File: config.mk
export PLATFORM = sky130hd
export DESIGN_NAME = brlmf_ram
export DESIGN_NICKNAME = d
export VERILOG_FILES = /design/src/design/assert_macros.svh /design/src/design/brlmf_ram.sv
export SDC_FILE = /design/constraint.sdc
export NUM_CORES = 1
export LEC_CHECK = 0
export BUFFER_PORTS_ARGS = -buffer_cell sky130_fd_sc_hd__clkbuf_2
export CAP_MARGIN = 20
export CORE_ASPECT_RATIO = 1.5
export CORE_MARGIN = 2
export CORE_UTILIZATION = 54
export DETAILED_ROUTE_END_ITERATION = 10
export GPL_ROUTABILITY_DRIVEN = 1
export PLACE_DENSITY = 0.74
export SLEW_MARGIN = 20
export SYNTH_ARGS = -nofsm -noshare
export SYNTH_HDL_FRONTEND = slang
export SYNTH_SLANG_ARGS = --single-unit
File: constraint.sdc
create_clock -name clk -period 1.6 [get_ports clk]
set_clock_uncertainty 0.15 [all_clocks]
set_input_delay 0.08 -clock clk [delete_from_list [all_inputs] [get_ports clk]]
set_output_delay 0.08 -clock clk [all_outputs]
set_load 0.005 [all_outputs]
File: src/design/assert_macros.svh
// ----------------------------------------------------------------------------
// assert_macros.svh
// Shared concurrent assertion macros for the record list block.
// ----------------------------------------------------------------------------
`ifndef ASSERT_MACROS_SVH
`define ASSERT_MACROS_SVH

// Check that a condition implies another in the same cycle
`define ASSERT_SAME(lbl, clk, rstn, ante, cons) \
	lbl: assert property (@(posedge clk) disable iff (!rstn) (ante) |-> (cons)) \
		else $error("same-cycle implication failed");

// Check that a condition implies another in the next cycle
`define ASSERT_NEXT(lbl, clk, rstn, ante, cons) \
	lbl: assert property (@(posedge clk) disable iff (!rstn) (ante) |=> (cons)) \
		else $error("next-cycle implication failed");

`endif

File: src/design/brlmf_ram.sv
// ----------------------------------------------------------------------------
// brlmf_ram
// Generic single-write, single-read RAM with registered read data.
// ----------------------------------------------------------------------------
`timescale 1ns / 1ps

module brlmf_ram #(
	parameter int WIDTH = 8,
	parameter int DEPTH = 16,
	parameter int AW    = $clog2(DEPTH)
) (
	input  logic             clk,
	input  logic             we,
	input  logic [AW-1:0]    waddr,
	input  logic [WIDTH-1:0] wdata,
	input  logic             re,
	input  logic [AW-1:0]    raddr,
	output logic [WIDTH-1:0] rdata
);

	logic [WIDTH-1:0] mem_q [DEPTH];

	// Write port
	always_ff @(posedge clk) begin
		if (we) begin
			mem_q[waddr] <= wdata;
		end
	end

	// Registered read port, hold data when idle
	always_ff @(posedge clk) begin
		if (re) begin
			rdata <= mem_q[raddr];
		end
	end

endmodule

### After elaboration in Yosys (flattened, before gate mapping)

Memories as Yosys holds them, arrays and structs flattened. A register that Yosys moved wholly into a read port is not among the register bits.
Cells that the tools add are included.

| operators by class | value |
|---|---|
| muxes and demuxes | 2 |

Operators by type and width:

| operator | number |
|---|---|
| 1-bit 2-to-1 mux | 2 |

| word-level totals | value |
|---|---|
| input bits | 19 |
| memories | 1 |
| output and inout port bits | 8 |
| RAM bits | 128 |
| register bits | 0 |
| word-level logic and storage cells | 3 |

Memories:

| memory | words | width | read ports | clocked after Yosys merged registers in | wr ports | line | RTL |
|---|---|---|---|---|---|---|---|
| mem_q | 16 | 8 | 1 | 1 | 1 | brlmf_ram.sv:21 | `logic [WIDTH-1:0] mem_q [DEPTH];` |

### Logic depth before layout (Yosys ltp)

| logic depth | value |
|---|---|
| word-level depth | 2 |
| mapped depth | 5 |
| gate-level depth less buffers | 3 |

### Worst setup path after synthesis

OpenSTA, ideal clock, no wires.

| timing | value |
|---|---|
| kind | input-to-reg |
| start point | in waddr[2] |
| end point | mem mem_q[0][0] (enable) |
| path buffers | 0 |
| required time | 1.067 ns |
| cell stages on the path | 2 |
| arrival time | 1.190 ns |
| setup time | 0.383 ns |
| setup slack | -0.123 ns |
| cells stage by stage | or3b_2 nor3_1 |

RTL lines:

| item | line | RTL |
|---|---|---|
| start: declaration | brlmf_ram.sv:14 | `input logic [AW-1:0] waddr,` |
| end: declaration | brlmf_ram.sv:21 |  |

No word-level cell before the write port.

==> flow_metrics.tcl <==
set metrics [dict create \
    drtIter0Drc 228 \
    hold_viol_final 0 \
    path_max_fanout 1 \
    synthCells 229 \
    slowest_delay_ns 0.52 \
    status "complete, but fails checks" \
    cts_buffers 17 \
    post_cts_buffers 0 \
    grt_max_degree 26 \
    io_buffer_count 26 \
    grt_pass1_vias 2650 \
    ys_types 18 \
    insertedDiodeCount 0 \
    drc 0 \
    regArea_um2 4084 \
    syn_area_per_cell_um2 22.83 \
    setup_viol 1 \
    clk-insertion-delay-late_ns 0.41 \
    vias_per_cell 6.000 \
    first_pass_iters 4 \
    antenna_found_initial 0 \
    fillCellCount 622 \
    start_util 0.5489 \
    final_area_um2 6349 \
    grt_use_total 0.2109 \
    start_kind "flip-flop" \
    p_leak_uw 0.002174 \
    clockBufferDepth 2 \
    worstPathCellList "mux4_1 -> a22oi_1 -> nand2_1" \
    min_path_type "in -> reg" \
    multi_input_area_um2 1077 \
    final_cells 425 \
    peakVddDrop_mv 0.8963 \
    yosys_warnings 0 \
    yosysTopAreaCellShare 0.7812 \
    yosys-top-cells-area "edfxtp_1 78%, mux4_2 7.8%, mux4_1 7.0%, a22oi_1 2.3%, nor2_1 0.93%" \
    fp.dieW_um 84.34 \
    grt.met1_usage 0.2576 \
    fin_ws_ns -0.005515 \
    violations "negative setup slack" \
    core_um2 9524 \
    hpwl_um 6275 \
    dp_cells 386 \
    fmax_mhz 622.9 \
    drt-total-wl_um 10170 \
    dpl_cell_area_um2 5653 \
    slowest_stage "mux4_1" \
    synth_top_cell_by_area "edfxtp_1" \
    layout.nets 318 \
    min_period_ns 1.606 \
    syn_nets 248 \
    cts.sink_count 136 \
    hold-worst-slack_ns 0.09664 \
    critPathCaptureType "flip-flop" \
    cts_root_buffer "clkbuf_16" \
    seq_area_frac_synth 0.7812 \
    grt_use_met2 0.3492 \
    dieArea_um2 10500 \
    drive_above_1_share 0.3452 \
    setup.worst_path.class "reg -> reg" \
    rsz0062_at_grt "true" \
    maxCapViolCount 0 \
    power_density_nw_per_um2 1310 \
    path_clk_slew_ns 0.05 \
    tightest_slew_ns 0.4476 \
    grt_util_met3 0.06428 \
    pin_count 27 \
    overflow 0 \
    slew_violations 0 \
    power.total_uw 8316 \
    tritoncts "built" \
    areaGrowthSynthToFinish_pct 21.45 \
    critPathArrivalTime_ns 1.61 \
    grt_pass1_wl_um 15490 \
    die_y_um 124.5 \
    busiest_layer "met2" \
    ant_nets 0 \
    ys_ff_latch 136 \
    cts_htree_levels 4 \
    crit_required_ns 1.60 \
    fin_crit_sh 1.003 \
    gp_congestion 0.8010 \
    synth_area_um2 5228 \
    final_util 0.6666 \
    vias 2550 \
    wl_per_cell_um 23.93 \
    slew_headroom 0.7016 \
    fp-row-count 44 \
]
routing by layer:
layer  share of wire  wire [um]  up-vias
met5               0          0        -
met4           0.022        222        0
met3           0.062        634       17
met2            0.54       5466      110
met1            0.38       3849     1304
li1                -          -     1119
final timing paths:
kind | from | slack [ns] | cells past startpoint | to
setup / recovery | mem_q[0][3] | -0.006 | 3 | rdata[3]
hold / removal | waddr[0] | 0.1 | 3 | mem_q[0][4]
setup reg to reg | mem_q[0][3] | -0.006 | 3 | rdata[3]
hold reg to reg | mem_q[14][2] | 0.59 | 3 | rdata[2]
through the flow:
step | TNS (ns) | setup WS [ns]
floorplan | 0 | 0.08759
global placement | -0.9372 | -0.1738
detailed placement | -0.9132 | -0.1599
CTS | 0 | 0.0008236
global route | -0.1243 | -0.04488
finish | -0.005515 | -0.005515
registers in the layout (all words and copies together), names as in the netlist:
| signal | count |
|---|---|
| mem_q | 128 |
| rdata | 8 |
power by group:
part           leakage (uW)  internal (uW)  switching (uW)
registers           0.00124           4020            21.5
logic              0.000653            187             216
clock network      0.000285           2570            1300
total               0.00217           6780            1540
cells in the final DEF (no fill, tap or decap), drive strengths merged:
cell         instances
clkinv               5
nand2b               2
nand3                1
nand3b               2
mux4                32
and2b                1
nor3                 4
and2                 1
or3b                 1
nor2                13
clkbuf              46
buf                 26
bufinv               4
a22oi               16
dlygate4sd3          9
nor2b                1
nand2                9
edfxtp             136
clkinvlp             1
cell families after synthesis:
family,count (synthesis),synth area share
and+or+nand+nor,35,0.03136
AOI/OAI and AO/OA,16,0.02298
buffers and inverters,10,0.01651
DFF,136,0.7812
muxes,32,0.1479
critical path, delay by kind of cell, from the launching register on:
kind	cells	cell delay (ns)
compound gates	1	0.21
flops	1	0.39
mux	1	0.52
simple gates	1	0.09
what timing repair did:
action                                  CTS  global route
endpoints found under the setup margin    5             7
pin swaps                                 1             2
gates resized for setup                   6             4
endpoints found under the hold margin   136             0
hold buffers                              9             0
synth_stat cells:
cell / instances
nor2_1: 13
nand3b_1: 2
buf_6: 3
mux4_2: 18
and2_1: 1
or3b_2: 1
buf_4: 1
and2b_1: 1
a22oi_1: 16
buf_2: 3
nor2b_1: 1
clkdlybuf4s25_2: 3
nor3_1: 4
nand2b_1: 2
nand2_1: 9
edfxtp_1: 136
mux4_1: 14
nand3_1: 1
area by class of cell:
class | instances | area share
sequential | 136 | 0.6433
multi-input combinational | 83 | 0.1697
timing repair buffer | 61 | 0.07134
clock buffer | 20 | 0.06878
clock inverter | 10 | 0.02424
tap | 115 | 0.02266
Power figures use the tool's default switching activity.
