## config.mk

```make
export PLATFORM = sky130hd
export DESIGN_NAME = brlmf_seq
export DESIGN_NICKNAME = d
export VERILOG_FILES = /design/src/design/assert_macros.svh /design/src/design/brlmf_pkg.sv /design/src/design/brlmf_seq.sv
export SDC_FILE = /design/constraint.sdc
export NUM_CORES = 1
export LEC_CHECK = 0
export BUFFER_PORTS_ARGS = -buffer_cell sky130_fd_sc_hd__buf_2
export CORE_MARGIN = 2
export CORE_UTILIZATION = 50
export CTS_CLUSTER_DIAMETER = 150
export DETAILED_ROUTE_END_ITERATION = 10
export PLACE_DENSITY = 0.89
export SYNTH_ARGS = -nofsm -noshare
export SYNTH_HDL_FRONTEND = slang
export SYNTH_SLANG_ARGS = --single-unit
```

## constraint.sdc

```tcl
create_clock -name clk -period 7.9 [get_ports clk]
set_input_delay 0.79 -clock clk [delete_from_list [all_inputs] [get_ports clk]]
set_output_delay 0.79 -clock clk [all_outputs]
set_load 0.01 [all_outputs]
```

## src/design/assert_macros.svh

```systemverilog
// ----------------------------------------------------------------------------
// assert_macros.svh
// Shared concurrent assertion macros for the record list block.
// ----------------------------------------------------------------------------
`ifndef ASSERT_MACROS_SVH
`define ASSERT_MACROS_SVH

// Check that a condition implies another in the same cycle
`define ASSERT_SAME(lbl, clk, rstn, ante, cons) \
	lbl: assert property (@(posedge clk) disable iff (!rstn) (ante) |-> (cons)) \
		else $error("same-cycle implication failed");

// Check that a condition implies another in the next cycle
`define ASSERT_NEXT(lbl, clk, rstn, ante, cons) \
	lbl: assert property (@(posedge clk) disable iff (!rstn) (ante) |=> (cons)) \
		else $error("next-cycle implication failed");

`endif

```

## src/design/brlmf_pkg.sv

```systemverilog
// ----------------------------------------------------------------------------
// brlmf_pkg
// Shared codes, widths and types of the bounded record list.
// ----------------------------------------------------------------------------
`timescale 1ns / 1ps

package brlmf_pkg;

	// Default list capacity
	localparam int CAPACITY_DEF = 256;

	// Field widths
	localparam int OP_W     = 3;
	localparam int TAG_W    = 16;
	localparam int NODE_W   = 16;
	localparam int COST_W   = 24;
	localparam int STATUS_W = 2;
	localparam int COUNT_W  = 9;

	// Operation codes
	localparam logic [OP_W-1:0] OP_ADD    = 3'd0;
	localparam logic [OP_W-1:0] OP_REMOVE = 3'd1;
	localparam logic [OP_W-1:0] OP_FIND   = 3'd2;
	localparam logic [OP_W-1:0] OP_MIN    = 3'd3;
	localparam logic [OP_W-1:0] OP_CLEAR  = 3'd4;

	// Result status codes
	localparam logic [STATUS_W-1:0] STAT_DONE = 2'd0;
	localparam logic [STATUS_W-1:0] STAT_MISS = 2'd1;
	localparam logic [STATUS_W-1:0] STAT_FULL = 2'd2;

	// One stored record
	typedef struct packed {
		logic [TAG_W-1:0]  tag;
		logic [NODE_W-1:0] node;
		logic [COST_W-1:0] cost;
	} brlmf_rec_t;

	localparam int REC_W = $bits(brlmf_rec_t);

	// Result handed from the sequencer to the output register
	typedef struct packed {
		logic                valid;
		logic [STATUS_W-1:0] status;
		logic [TAG_W-1:0]    tag;
		logic [NODE_W-1:0]   node;
		logic [COST_W-1:0]   cost;
		logic [COUNT_W-1:0]  count;
	} brlmf_rsp_t;

endpackage

```

## src/design/brlmf_seq.sv

```systemverilog
// ----------------------------------------------------------------------------
// brlmf_seq
// Operation sequencer: holds the entry count, drives the record RAM and
// scans it one entry per cycle for find, remove and minimum.
// ----------------------------------------------------------------------------
`timescale 1ns / 1ps

module brlmf_seq #(
	parameter int CAPACITY = brlmf_pkg::CAPACITY_DEF,
	parameter int AW       = $clog2(CAPACITY),
	parameter int CNT_W    = $clog2(CAPACITY + 1)
) (
	input  logic                          clk,
	input  logic                          arst_n,
	// request side
	input  logic                          req_take,
	input  logic [brlmf_pkg::OP_W-1:0]    op,
	input  logic [brlmf_pkg::TAG_W-1:0]   record_tag,
	input  logic [brlmf_pkg::NODE_W-1:0]  node_id,
	input  logic [brlmf_pkg::COST_W-1:0]  cost,
	output logic                          busy,
	// result side
	output brlmf_pkg::brlmf_rsp_t         rsp,
	input  logic                          rsp_take,
	// record RAM port
	output logic                          ram_we,
	output logic [AW-1:0]                 ram_waddr,
	output logic [brlmf_pkg::REC_W-1:0]   ram_wdata,
	output logic                          ram_re,
	output logic [AW-1:0]                 ram_raddr,
	input  logic [brlmf_pkg::REC_W-1:0]   ram_rdata
);

	import brlmf_pkg::*;

	localparam logic [2:0] S_IDLE = 3'd0;
	localparam logic [2:0] S_SCAN = 3'd1;
	localparam logic [2:0] S_MVRD = 3'd2;
	localparam logic [2:0] S_MVWR = 3'd3;
	localparam logic [2:0] S_FIN  = 3'd4;

	localparam logic [CNT_W-1:0] CAP_CNT = CNT_W'(CAPACITY);

	// control state
	logic [2:0]       state_q;
	logic [CNT_W-1:0] count_q;
	logic [CNT_W-1:0] iss_q;
	logic             vld_s1;
	logic             has_best_q;

	// payload state
	logic [OP_W-1:0]     op_q;
	logic [TAG_W-1:0]    key_tag_q;
	logic [NODE_W-1:0]   key_node_q;
	logic [AW-1:0]       idx_s1;
	logic [AW-1:0]       hit_idx_q;
	logic [STATUS_W-1:0] res_status_q;
	brlmf_rec_t          res_q;

	brlmf_rec_t rd_rec;
	brlmf_rec_t in_rec;
	logic       full;
	logic       issue;
	logic       hit;
	logic       better;
	logic       scan_end;
	logic       add_wr;

	assign rd_rec = brlmf_rec_t'(ram_rdata);
	assign in_rec = '{tag: record_tag, node: node_id, cost: cost};
	assign full   = (count_q == CAP_CNT);
	assign busy   = (state_q != S_IDLE);

	// Scan compare on the entry returned by the RAM
	assign hit = vld_s1 &&
		(((op_q == OP_FIND) && (rd_rec.node == key_node_q)) ||
		 ((op_q == OP_REMOVE) && (rd_rec.tag == key_tag_q)));
	assign better = vld_s1 && (op_q == OP_MIN) &&
		(!has_best_q || (rd_rec.cost < res_q.cost));
	assign issue    = (state_q == S_SCAN) && (iss_q != count_q) && !hit;
	assign scan_end = !vld_s1 && (iss_q == count_q);
	assign add_wr   = req_take && (op == OP_ADD) && !full;

	// RAM port steering
	always_comb begin
		ram_re    = issue || (state_q == S_MVRD);
		ram_raddr = (state_q == S_MVRD) ? count_q[AW-1:0] : iss_q[AW-1:0];
		ram_we    = add_wr || (state_q == S_MVWR);
		ram_waddr = (state_q == S_MVWR) ? hit_idx_q : count_q[AW-1:0];
		ram_wdata = (state_q == S_MVWR) ? ram_rdata : REC_W'(in_rec);
	end

	// Present the finished result
	always_comb begin
		rsp.valid  = (state_q == S_FIN);
		rsp.status = res_status_q;
		rsp.tag    = res_q.tag;
		rsp.node   = res_q.node;
		rsp.cost   = res_q.cost;
		rsp.count  = COUNT_W'(count_q);
	end

	// Advance the control state
	always_ff @(posedge clk or negedge arst_n) begin
		if (!arst_n) begin
			state_q    <= S_IDLE;
			count_q    <= '0;
			iss_q      <= '0;
			vld_s1     <= 1'b0;
			has_best_q <= 1'b0;
		end else begin
			unique case (state_q)
				S_IDLE: begin
					vld_s1     <= 1'b0;
					iss_q      <= '0;
					has_best_q <= 1'b0;
					if (req_take) begin
						unique case (op)
							OP_ADD: begin
								if (!full) begin
									count_q <= count_q + 1'b1;
								end
								state_q <= S_FIN;
							end
							OP_REMOVE, OP_FIND, OP_MIN: begin
								state_q <= S_SCAN;
							end
							OP_CLEAR: begin
								count_q <= '0;
								state_q <= S_FIN;
							end
							default: begin
								state_q <= S_FIN;
							end
						endcase
					end
				end
				S_SCAN: begin
					vld_s1 <= issue;
					if (issue) begin
						iss_q <= iss_q + 1'b1;
					end
					if (better) begin
						has_best_q <= 1'b1;
					end
					if (hit) begin
						if (op_q == OP_REMOVE) begin
							count_q <= count_q - 1'b1;
							state_q <= S_MVRD;
						end else begin
							state_q <= S_FIN;
						end
					end else if (scan_end) begin
						state_q <= S_FIN;
					end
				end
				S_MVRD: begin
					state_q <= S_MVWR;
				end
				S_MVWR: begin
					state_q <= S_FIN;
				end
				S_FIN: begin
					if (rsp_take) begin
						state_q <= S_IDLE;
					end
				end
				default: begin
					state_q <= S_IDLE;
				end
			endcase
		end
	end

	// Capture keys and build the result fields
	always_ff @(posedge clk) begin
		idx_s1 <= iss_q[AW-1:0];
		if ((state_q == S_IDLE) && req_take) begin
			op_q       <= op;
			key_tag_q  <= record_tag;
			key_node_q <= node_id;
			res_q      <= '0;
			unique case (op)
				OP_ADD:    res_status_q <= full ? STAT_FULL : STAT_DONE;
				OP_CLEAR:  res_status_q <= STAT_DONE;
				default:   res_status_q <= STAT_MISS;
			endcase
		end
		if (state_q == S_SCAN) begin
			if (better) begin
				res_q <= rd_rec;
			end
			if (hit) begin
				hit_idx_q    <= idx_s1;
				res_status_q <= STAT_DONE;
				if (op_q == OP_FIND) begin
					res_q <= rd_rec;
				end
			end else if (scan_end) begin
				res_status_q <= ((op_q == OP_MIN) && has_best_q) ? STAT_DONE : STAT_MISS;
			end
		end
	end

endmodule

```

======== Word-level counts from Yosys, hierarchy flattened ========
Index checks and enable logic that the tools add are counted.
cells by class
  div/mod/pow operators ................... 0
  eq/ne operators ......................... 25
  shift operators ......................... 0
  $add $sub $neg .......................... 3
  muxes and demuxes ....................... 33
  reduce and logical (&&, ||, !) cells .... 30
  multiply operators ...................... 0
  $lt $le $gt $ge ......................... 1
  bitwise gates (word level) .............. 0
operators with widths
  cell                 number
  $mux 56              6
  $pmux 9 s2           3
  $mux 9               5
  $eq 16x16->1         2
  $lt 24x24->1         1
  $add 9x1->9 const B  2
  $eq 3x2->1 const B   6
  $mux 3               6
  $mux 8               2
  $pmux 3 s5           1
  $logic_and 1x1->1    12
  $mux 2               5
  $eq 3x1->1 const B   3
  $eq 9x9->1           1
  $eq 9x9->1 const B   1
  $ne 9x9->1           1
  $sub 9x1->9 const B  1
  $ne 2x2->1 const B   4
  $eq 3x3->1 const B   2
  $logic_not 3->1      2
  $ne 3x3->1 const B   2
  $reduce_and 2->1     3
  $reduce_and 6->1     1
  $logic_not 1->1      4
  10 further kinds     16
word-level totals
  memory bits (read-only) ................. 0
  register bits ........................... 132
  bits in writable memories ............... 0
  latch bits .............................. 0
  memories ................................ 0
  output and inout bits ................... 143
  logic and storage cells ................. 106
  input port bits ......................... 119

======== Logic depth before layout (Yosys ltp) ========
Gate-level depths: netlist of the first run.
  depth in word-level cells ............... 8
  gate-level depth with buffers ........... 10
  depth with buffers taken out ............ 8

======== Least setup slack after synthesis of the first run ========
OpenSTA, ideal clock, no wires.
  path kind ............................... register to register
  start ................................... register state_q[1]
  end ..................................... register count_q[0]
  buffers on the path ..................... 2
  data required time ...................... 7775 ps
  setup slack ............................. 4963 ps
  cell stages (with the launch flop) ...... 10
  arrival time ............................ 2812 ps
  cells stage by stage .................... dfrtp_1 -> clkbuf_1 -> nor3_2 -> nand2_1 -> inv_1 -> nand2_1 -> or2_2 -> clkbuf_1 -> nand2_1 -> mux2_2
on the way
  word-level cells in the longest chain between the ends .. 3
  elaborated cells between the ends (all ways) .. 10
  classes of those cells .................. eq/ne: 6; mux: 1; reduce/logical: 3
ends and longest elaborated chain
  element                                               line              RTL
  from (decl)                                           brlmf_seq.sv:45   logic [2:0] state_q;
  from (signal assigned)                                brlmf_seq.sv:106  state_q <= S_IDLE;
  from (signal assigned)                                brlmf_seq.sv:123  state_q <= S_FIN;
  from (signal assigned)                                brlmf_seq.sv:126  state_q <= S_SCAN;
  $eq 3x1->1 / $logic_not 3->1 (equally long branches)  brlmf_seq.sv:112  unique case (state_q)
  $ne 2x1->1 (no line) (tied with other cells)          -
  $reduce_and 6->1 (no line)                            -
  to (signal assigned)                                  brlmf_seq.sv:121  count_q <= count_q + 1'b1;
  to (signal assigned)                                  brlmf_seq.sv:148  count_q <= count_q - 1'b1;
  to (decl)                                             brlmf_seq.sv:46   logic [CNT_W-1:0] count_q;
Several ways; a longest one is shown, not always the timed one.
A chain may end at the register's enable or synchronous reset.

======== Final worst setup path of the first run ========
  start ................................... register state_q[2]
  end ..................................... output ram_wdata[4] (netlist name)
on the way
  word-level cells in the longest chain between the ends .. 2
ends and longest elaborated chain
  element     line             RTL
  $eq 3x2->1  brlmf_seq.sv:90  ram_wdata = (state_q == S_MVWR) ? ram_rdata : REC_W'(in_rec);
  $mux 56     brlmf_seq.sv:90
  to (decl)   brlmf_seq.sv:28  output logic [brlmf_pkg::REC_W-1:0] ram_wdata,
Every way passes these cells.

==> impl_metrics.toml, run 1 <==
[status]
outcome = "complete, no violations"

[die]
core_area_um2 = 13900
die_area_um2 = 15300
pin_count = 262
rows = 43
start_util_pct = 51.5
die_x_um = 124
die-height_um = 124

[timing]
min_period_ns = 3.69
fin_skew_ns = 0.0104
tns_ns = 0
rsz0062_at_grt = "no"
maxSlewViolCount = 0
fin_crit_sh_pct = 46.7
slew_headroom_pct = 26.2
clock.fmax_ghz = 0.271
finalHoldViolations = 0
setup_viol = 0
worst-slew-pin-transition_ns = 1.11

[cts]
ctsResizeCount = 0
cts-htree-levels = 4
ctsHoldBuffers = 0
cts_made_buffers = 17
post_cts_buffers = 0
root_buffer = "clkbuf_16"
path_clk_slew_ns = 0.06
clkSinkCount = 132
insertion_delay_ns = 0.42
clockBufferDepth = 2
cts_tree = "done"

[power_and_ir_drop]
p_sw_share_pct = 33.5
pwr-share-comb_pct = 24.2
seqPwrFrac_pct = 40.6
p_clk_share_pct = 35.2
peakVddDrop_v = 0.000182
p_int_mw = 1.48
p_switching_uw = 744
power.density_nw_per_um2 = 243
leakagePower_nw = 3.99
total_power_mw = 2.22

[synthesis]
synth_cell_types = 60
synth_ff_type = "dfxtp_1"
synth_edf_count = 43
synth_largest_area_cell = "dfxtp_1"
synth_fp_nets = 836
synth_cells = 690
yosysMostFrequentCell = "mux2_2"
syn_area_per_cell_um2 = 10.4
synthTopCellsByCount = "mux2_2 (72), nand3_1 (71), dfxtp_1 (66), o2bb2ai_1 (56), edfxtp_1 (43)"
synth.top_cells.by_area = "dfxtp_1 (18%), edfxtp_1 (18%), mux2_2 (11%)"
synthArstFlopShare_pct = 17.4
yosys_warnings = 0
syn-cell-area_um2 = 7180
synth_top_cell_area_share_pct = 18.4
ys_seq_elements = 132
yosysSeqAreaShare_pct = 44.4

[min_path]
worstHoldPathType = "in -> async"

[placement]
gp_congestion = 0.866
portBuffers = 261
place_hpwl_um = 14900
place_inst = 1089

[drt]
drc = 0
totalWireLength_um = 21100
firstDrtPassIters = 5
antenna_left = 0
wl_per_cell_um = 18.8
via_per_inst = 5.82
drt_iter0_drc = 509
via_count = 6535

[layout]
post_route_cells_drive_above_1_share_pct = 40.8
regArea_um2 = 3190
nets = 1074
final.fill_count = 1076
syn2layout_area_growth_pct = 27.2
multi_input_area_um2 = 3640
finalNonFillerCells = 1122

[grt]
grt_use_met3_pct = 6.14
use_met2_pct = 47.4
grt_max_degree = 58
overflow = 0
track_usage_pct = 27.0
grt_pass1_wl_um = 31500
grt_pass1_vias = 6060
antenna_found_initial = 2
top_usage_layer = "met2"
use_met1_pct = 32.1

[run]
maxCapViolCount = 0

[worst_setup_path]
critPathKind = "reg -> out"
required_ns = 7.11
cp.arrival_ns = 2.90
path_max_fanout = 47
startpoint_type = "flip-flop"
crit_path_end_kind = "primary output"
## worst paths after layout
check                           startpoint      endpoint  slack [ns]  cells past startpoint
worst max-delay path            state_q[2]  ram_wdata[4]        4.21                      4
worst min-delay path                arst_n    count_q[6]        0.37                      1
worst max register to register     op_q[2]       rsp[16]        4.83                      6
worst min register to register   idx_s1[4]  hit_idx_q[4]        0.40                      0
max in group asynchronous           arst_n      iss_q[4]        7.14                      1
min in group clk                 idx_s1[4]  hit_idx_q[4]        0.40                      0
## flip-flops by register name, indices dropped and copies added, names as in the netlist
name	count
rsp	56
key_node_q	16
key_tag_q	16
count_q	9
iss_q	9
hit_idx_q	8
idx_s1	8
op_q	3
state_q	3
res_status_q	2
has_best_q	1
vld_s1	1
## cells by family after synthesis
kind of cell / share of synthesized area (%)
simple gates: 14.0
flops: 44.4
mux: 12.3
compound gates: 14.4
fa+ha+maj: 4.71
xor+xnor: 5.00
buf+inv: 5.20
## worst max-delay path, stage by stage (launching register included)
cell,delay (ns)
dfrtp_1,0.48
nand3b_1,0.77
buf_4,0.64
mux2_2,0.42
buf_2,0.14
## final cells by class
class	instances	area share, %
Sequential cell	132	34.9
Inverter	36	1.48
Timing Repair Buffer	268	14.9
Antenna cell	1	0.0274
Clock buffer	18	4.70
Clock inverter	14	1.67
Tap cell	180	2.47
Multi-Input combinational cell	473	39.8
## power groups by stage
stage	registers, mW	logic [mW]	clock network, mW
after floorplan	0.868	0.355	0
after global placement	0.906	0.514	0
after detailed placement	0.911	0.530	0
after CTS	0.898	0.537	0.789
after global routing	0.912	0.587	0.822
final	0.901	0.536	0.782
## cell usage in the layout (no fill, tap or decap), types with 26 or more instances in the layout
master     count
a21oi_1       26
mux2_2        72
nand3_1       71
xor2_1        37
edfxtp_1      43
inv_1         36
o2bb2ai_1     56
buf_2        261
ha_1          27
nand2_1       31
dfxtp_1       66
## per-layer routing
layer	wire length (um)	part of all wire [%]
met5	11	0.052
met4	576	2.7
met3	1540	7.3
met2	10700	51
met1	8290	39
## stage by stage
| step | cell area (um2) | hold slack, ns | utilization (%) | setup slack, ns |
|---|---|---|---|---|
| CTS | 9130 | 0.368 | 65.5 | 4.18 |
| detailed placement | 8540 | 0.389 | 61.3 | 4.47 |
| global route | 9130 | 0.393 | 65.5 | 4.02 |
| floorplan | 7180 | 0.345 | - | 4.96 |
| finish | 9130 | 0.370 | 65.5 | 4.21 |
| global placement | 8540 | 0.386 | 61.3 | 4.59 |
Note: power is estimated with default switching activity, not from simulation.
==> run 2: changes to the inputs <==
==> constraint.sdc (replaced) <==
create_clock -name clk -period 3.8 [get_ports clk]
set_input_delay 0.38 -clock clk [delete_from_list [all_inputs] [get_ports clk]]
set_output_delay 0.38 -clock clk [all_outputs]
set_load 0.01 [all_outputs]
==> run 2 against run 1 <==
Global-route usage fell by 0.22 points. Final cell count rose by 0.18%. Clock power rose by 110%. Routed wire length barely moved. Sequential power rose by 110%. Setup slack got worse by 3.5 ns. Register-to-register slack got worse by 4.0 ns. Via count rose by 0.90%. Total power rose by 110%. Highest routed layer is now met4.
==> impl_metrics.toml, run 2 (synthesis results as in run 1) <==
[worst_setup_path]
critPathKind = "reg -> out"
crit_path_end_kind = "primary output"
r2r_slack_ns = 0.83
startpoint_type = "flip-flop"
slowest_delay_ns = 0.50
cp.arrival_ns = 2.69
worstPathCellList = "or3b_1 > nor4_1 > nand3_1 > o32a_1 > nand3_1 > nand2b_1 > buf_2"
r2r_cells = 8
cp_slowest_cell = "o32a_1"
rr_endpoint = "rsp[53]"
path_buf_inv = 1
r2r_start = "rsp[10]"
crit_family = "simple AND/OR/NAND/NOR gates"
crit_path_end = "ram_re"
startpoint = "op_q[2]"
path_depth = 7
path_max_fanout = 11
crit_path_frequent_cell = "nand3_1"
required_ns = 3.42

[grt]
grt_pass1_wl_um = 31000
overflow = 0
grt_max_degree = 59
track_usage_pct = 26.7
antenna_found_initial = 2
grt_pass1_vias = 5922

[cts]
root_buffer = "clkbuf_16"
path_clk_slew_ns = 0.06
post_cts_buffers = 0
insertion_delay_ns = 0.42
cts_tree = "done"
clkSinkCount = 132
ctsHoldBuffers = 1
ctsResizeCount = 0
cts_made_buffers = 17
cts-htree-levels = 4
clockBufferDepth = 2

[power_and_ir_drop]
leakagePower_nw = 4.00
power.density_nw_per_um2 = 506
total_power_mw = 4.64
peakVddDrop_v = 0.000474

[min_path]
worstHoldPathType = "in -> reg"
hp-start = "node_id[9]"

[timing]
tns_ns = 0
clock.fmax_ghz = 0.326
fin_crit_sh_pct = 80.8
fin_skew_ns = 0.00742
maxSlewViolCount = 0
rsz0062_at_grt = "no"
setup_viol = 0
min_period_ns = 3.07
finalHoldViolations = 0
holdWs_ns = 0.148
worst-slew-pin-transition_ns = 1.08
slew_headroom_pct = 27.8

[layout]
multi_input_area_um2 = 3640
layout_commonest_cell = "buf_2"
syn2layout_area_growth_pct = 27.8
largest_register_ffs = 56
final.fill_count = 1075
final_cell_mix = "buf_2 (261), mux2_2 (72), nand3_1 (71), dfxtp_1 (66), o2bb2ai_1 (56)"
finalInstanceArea_um2 = 9170
post_route_cells_drive_above_1_share_pct = 40.6
regArea_um2 = 3190
nets = 1076

[placement]
portBuffers = 261
place_area_um2 = 8560
place_hpwl_um = 15100
gp_congestion = 0.864

[drt]
wl_per_cell_um = 18.8
totalWireLength_um = 21100
via_count = 6594
drc = 0
via_per_inst = 5.87
antenna_left = 0
firstDrtPassIters = 5
drt_iter0_drc = 500

[die]
start_util_pct = 51.5
die-height_um = 124
pin_count = 262
core_area_um2 = 13900
die_area_um2 = 15300
die_x_um = 124
rows = 43

[status]
outcome = "complete, no violations"

[run]
maxCapViolCount = 0
==> run 2: metal layers <==
metal	GRT usage [%]	part of all wire [%]
met3	7.28	9.0
met5	0	0
met2	47.3	50
met4	9.52	2.5
met1	31.0	38
==> run 2: layout make-up <==
type                       instances  area share, %
multi-input combinational        473           39.7
sequential                       132           34.8
timing repair buffer             270           15.1
clock buffer                      19           4.72
tap                              180           2.46
clock inverter                    13           1.75
inverter                          36           1.47
antenna                            1         0.0273
==> run 2: how the worst min path moves through the flow <==
stage	endpoint	slack, ns	cells past startpoint
2_1_floorplan	count_q[0]	0.08	0
3_3_place_gp	hit_idx_q[1]	0.39	0
3_5_place_dp	hit_idx_q[5]	0.39	0
4_1_cts	key_node_q[9]	0.13	1
5_1_grt	key_node_q[8]	0.13	1
6_report	key_node_q[9]	0.15	1
==> run 2: report_power, final <==
part | leakage [nW] | switching, mW | internal (mW) | total (mW)
Sequential | 1.24 | 0.224 | 1.65 | 1.88
Combinational | 2.48 | 0.670 | 0.443 | 1.11
Clock | 0.277 | 0.619 | 1.03 | 1.65
Total | 4.00 | 1.51 | 3.12 | 4.64
==> run 2: per-stage QoR <==
| stage | setup WS [ns] | utilization, % | instances |
|---|---|---|---|
| 6_report | 0.731 | 65.8 | 1124 |
| 5_1_grt | 0.575 | 65.8 | 1123 |
| 4_1_cts | 0.746 | 65.8 | 1123 |
| 3_5_place_dp | 0.825 | 61.5 | 1090 |
| 3_3_place_gp | 0.899 | 61.5 | 1090 |
| 2_1_floorplan | 0.863 | - | 690 |
==> run 2: worst register-to-register path, cell delays in order (launching register included) <==
cell,delay [ns]
dfxtp_1,0.36
inv_1,0.07
ha_1,0.30
a2111o_1,0.38
a32oi_1,0.21
a21oi_1,0.20
o21bai_4,0.80
buf_4,0.41
o2bb2ai_1,0.17
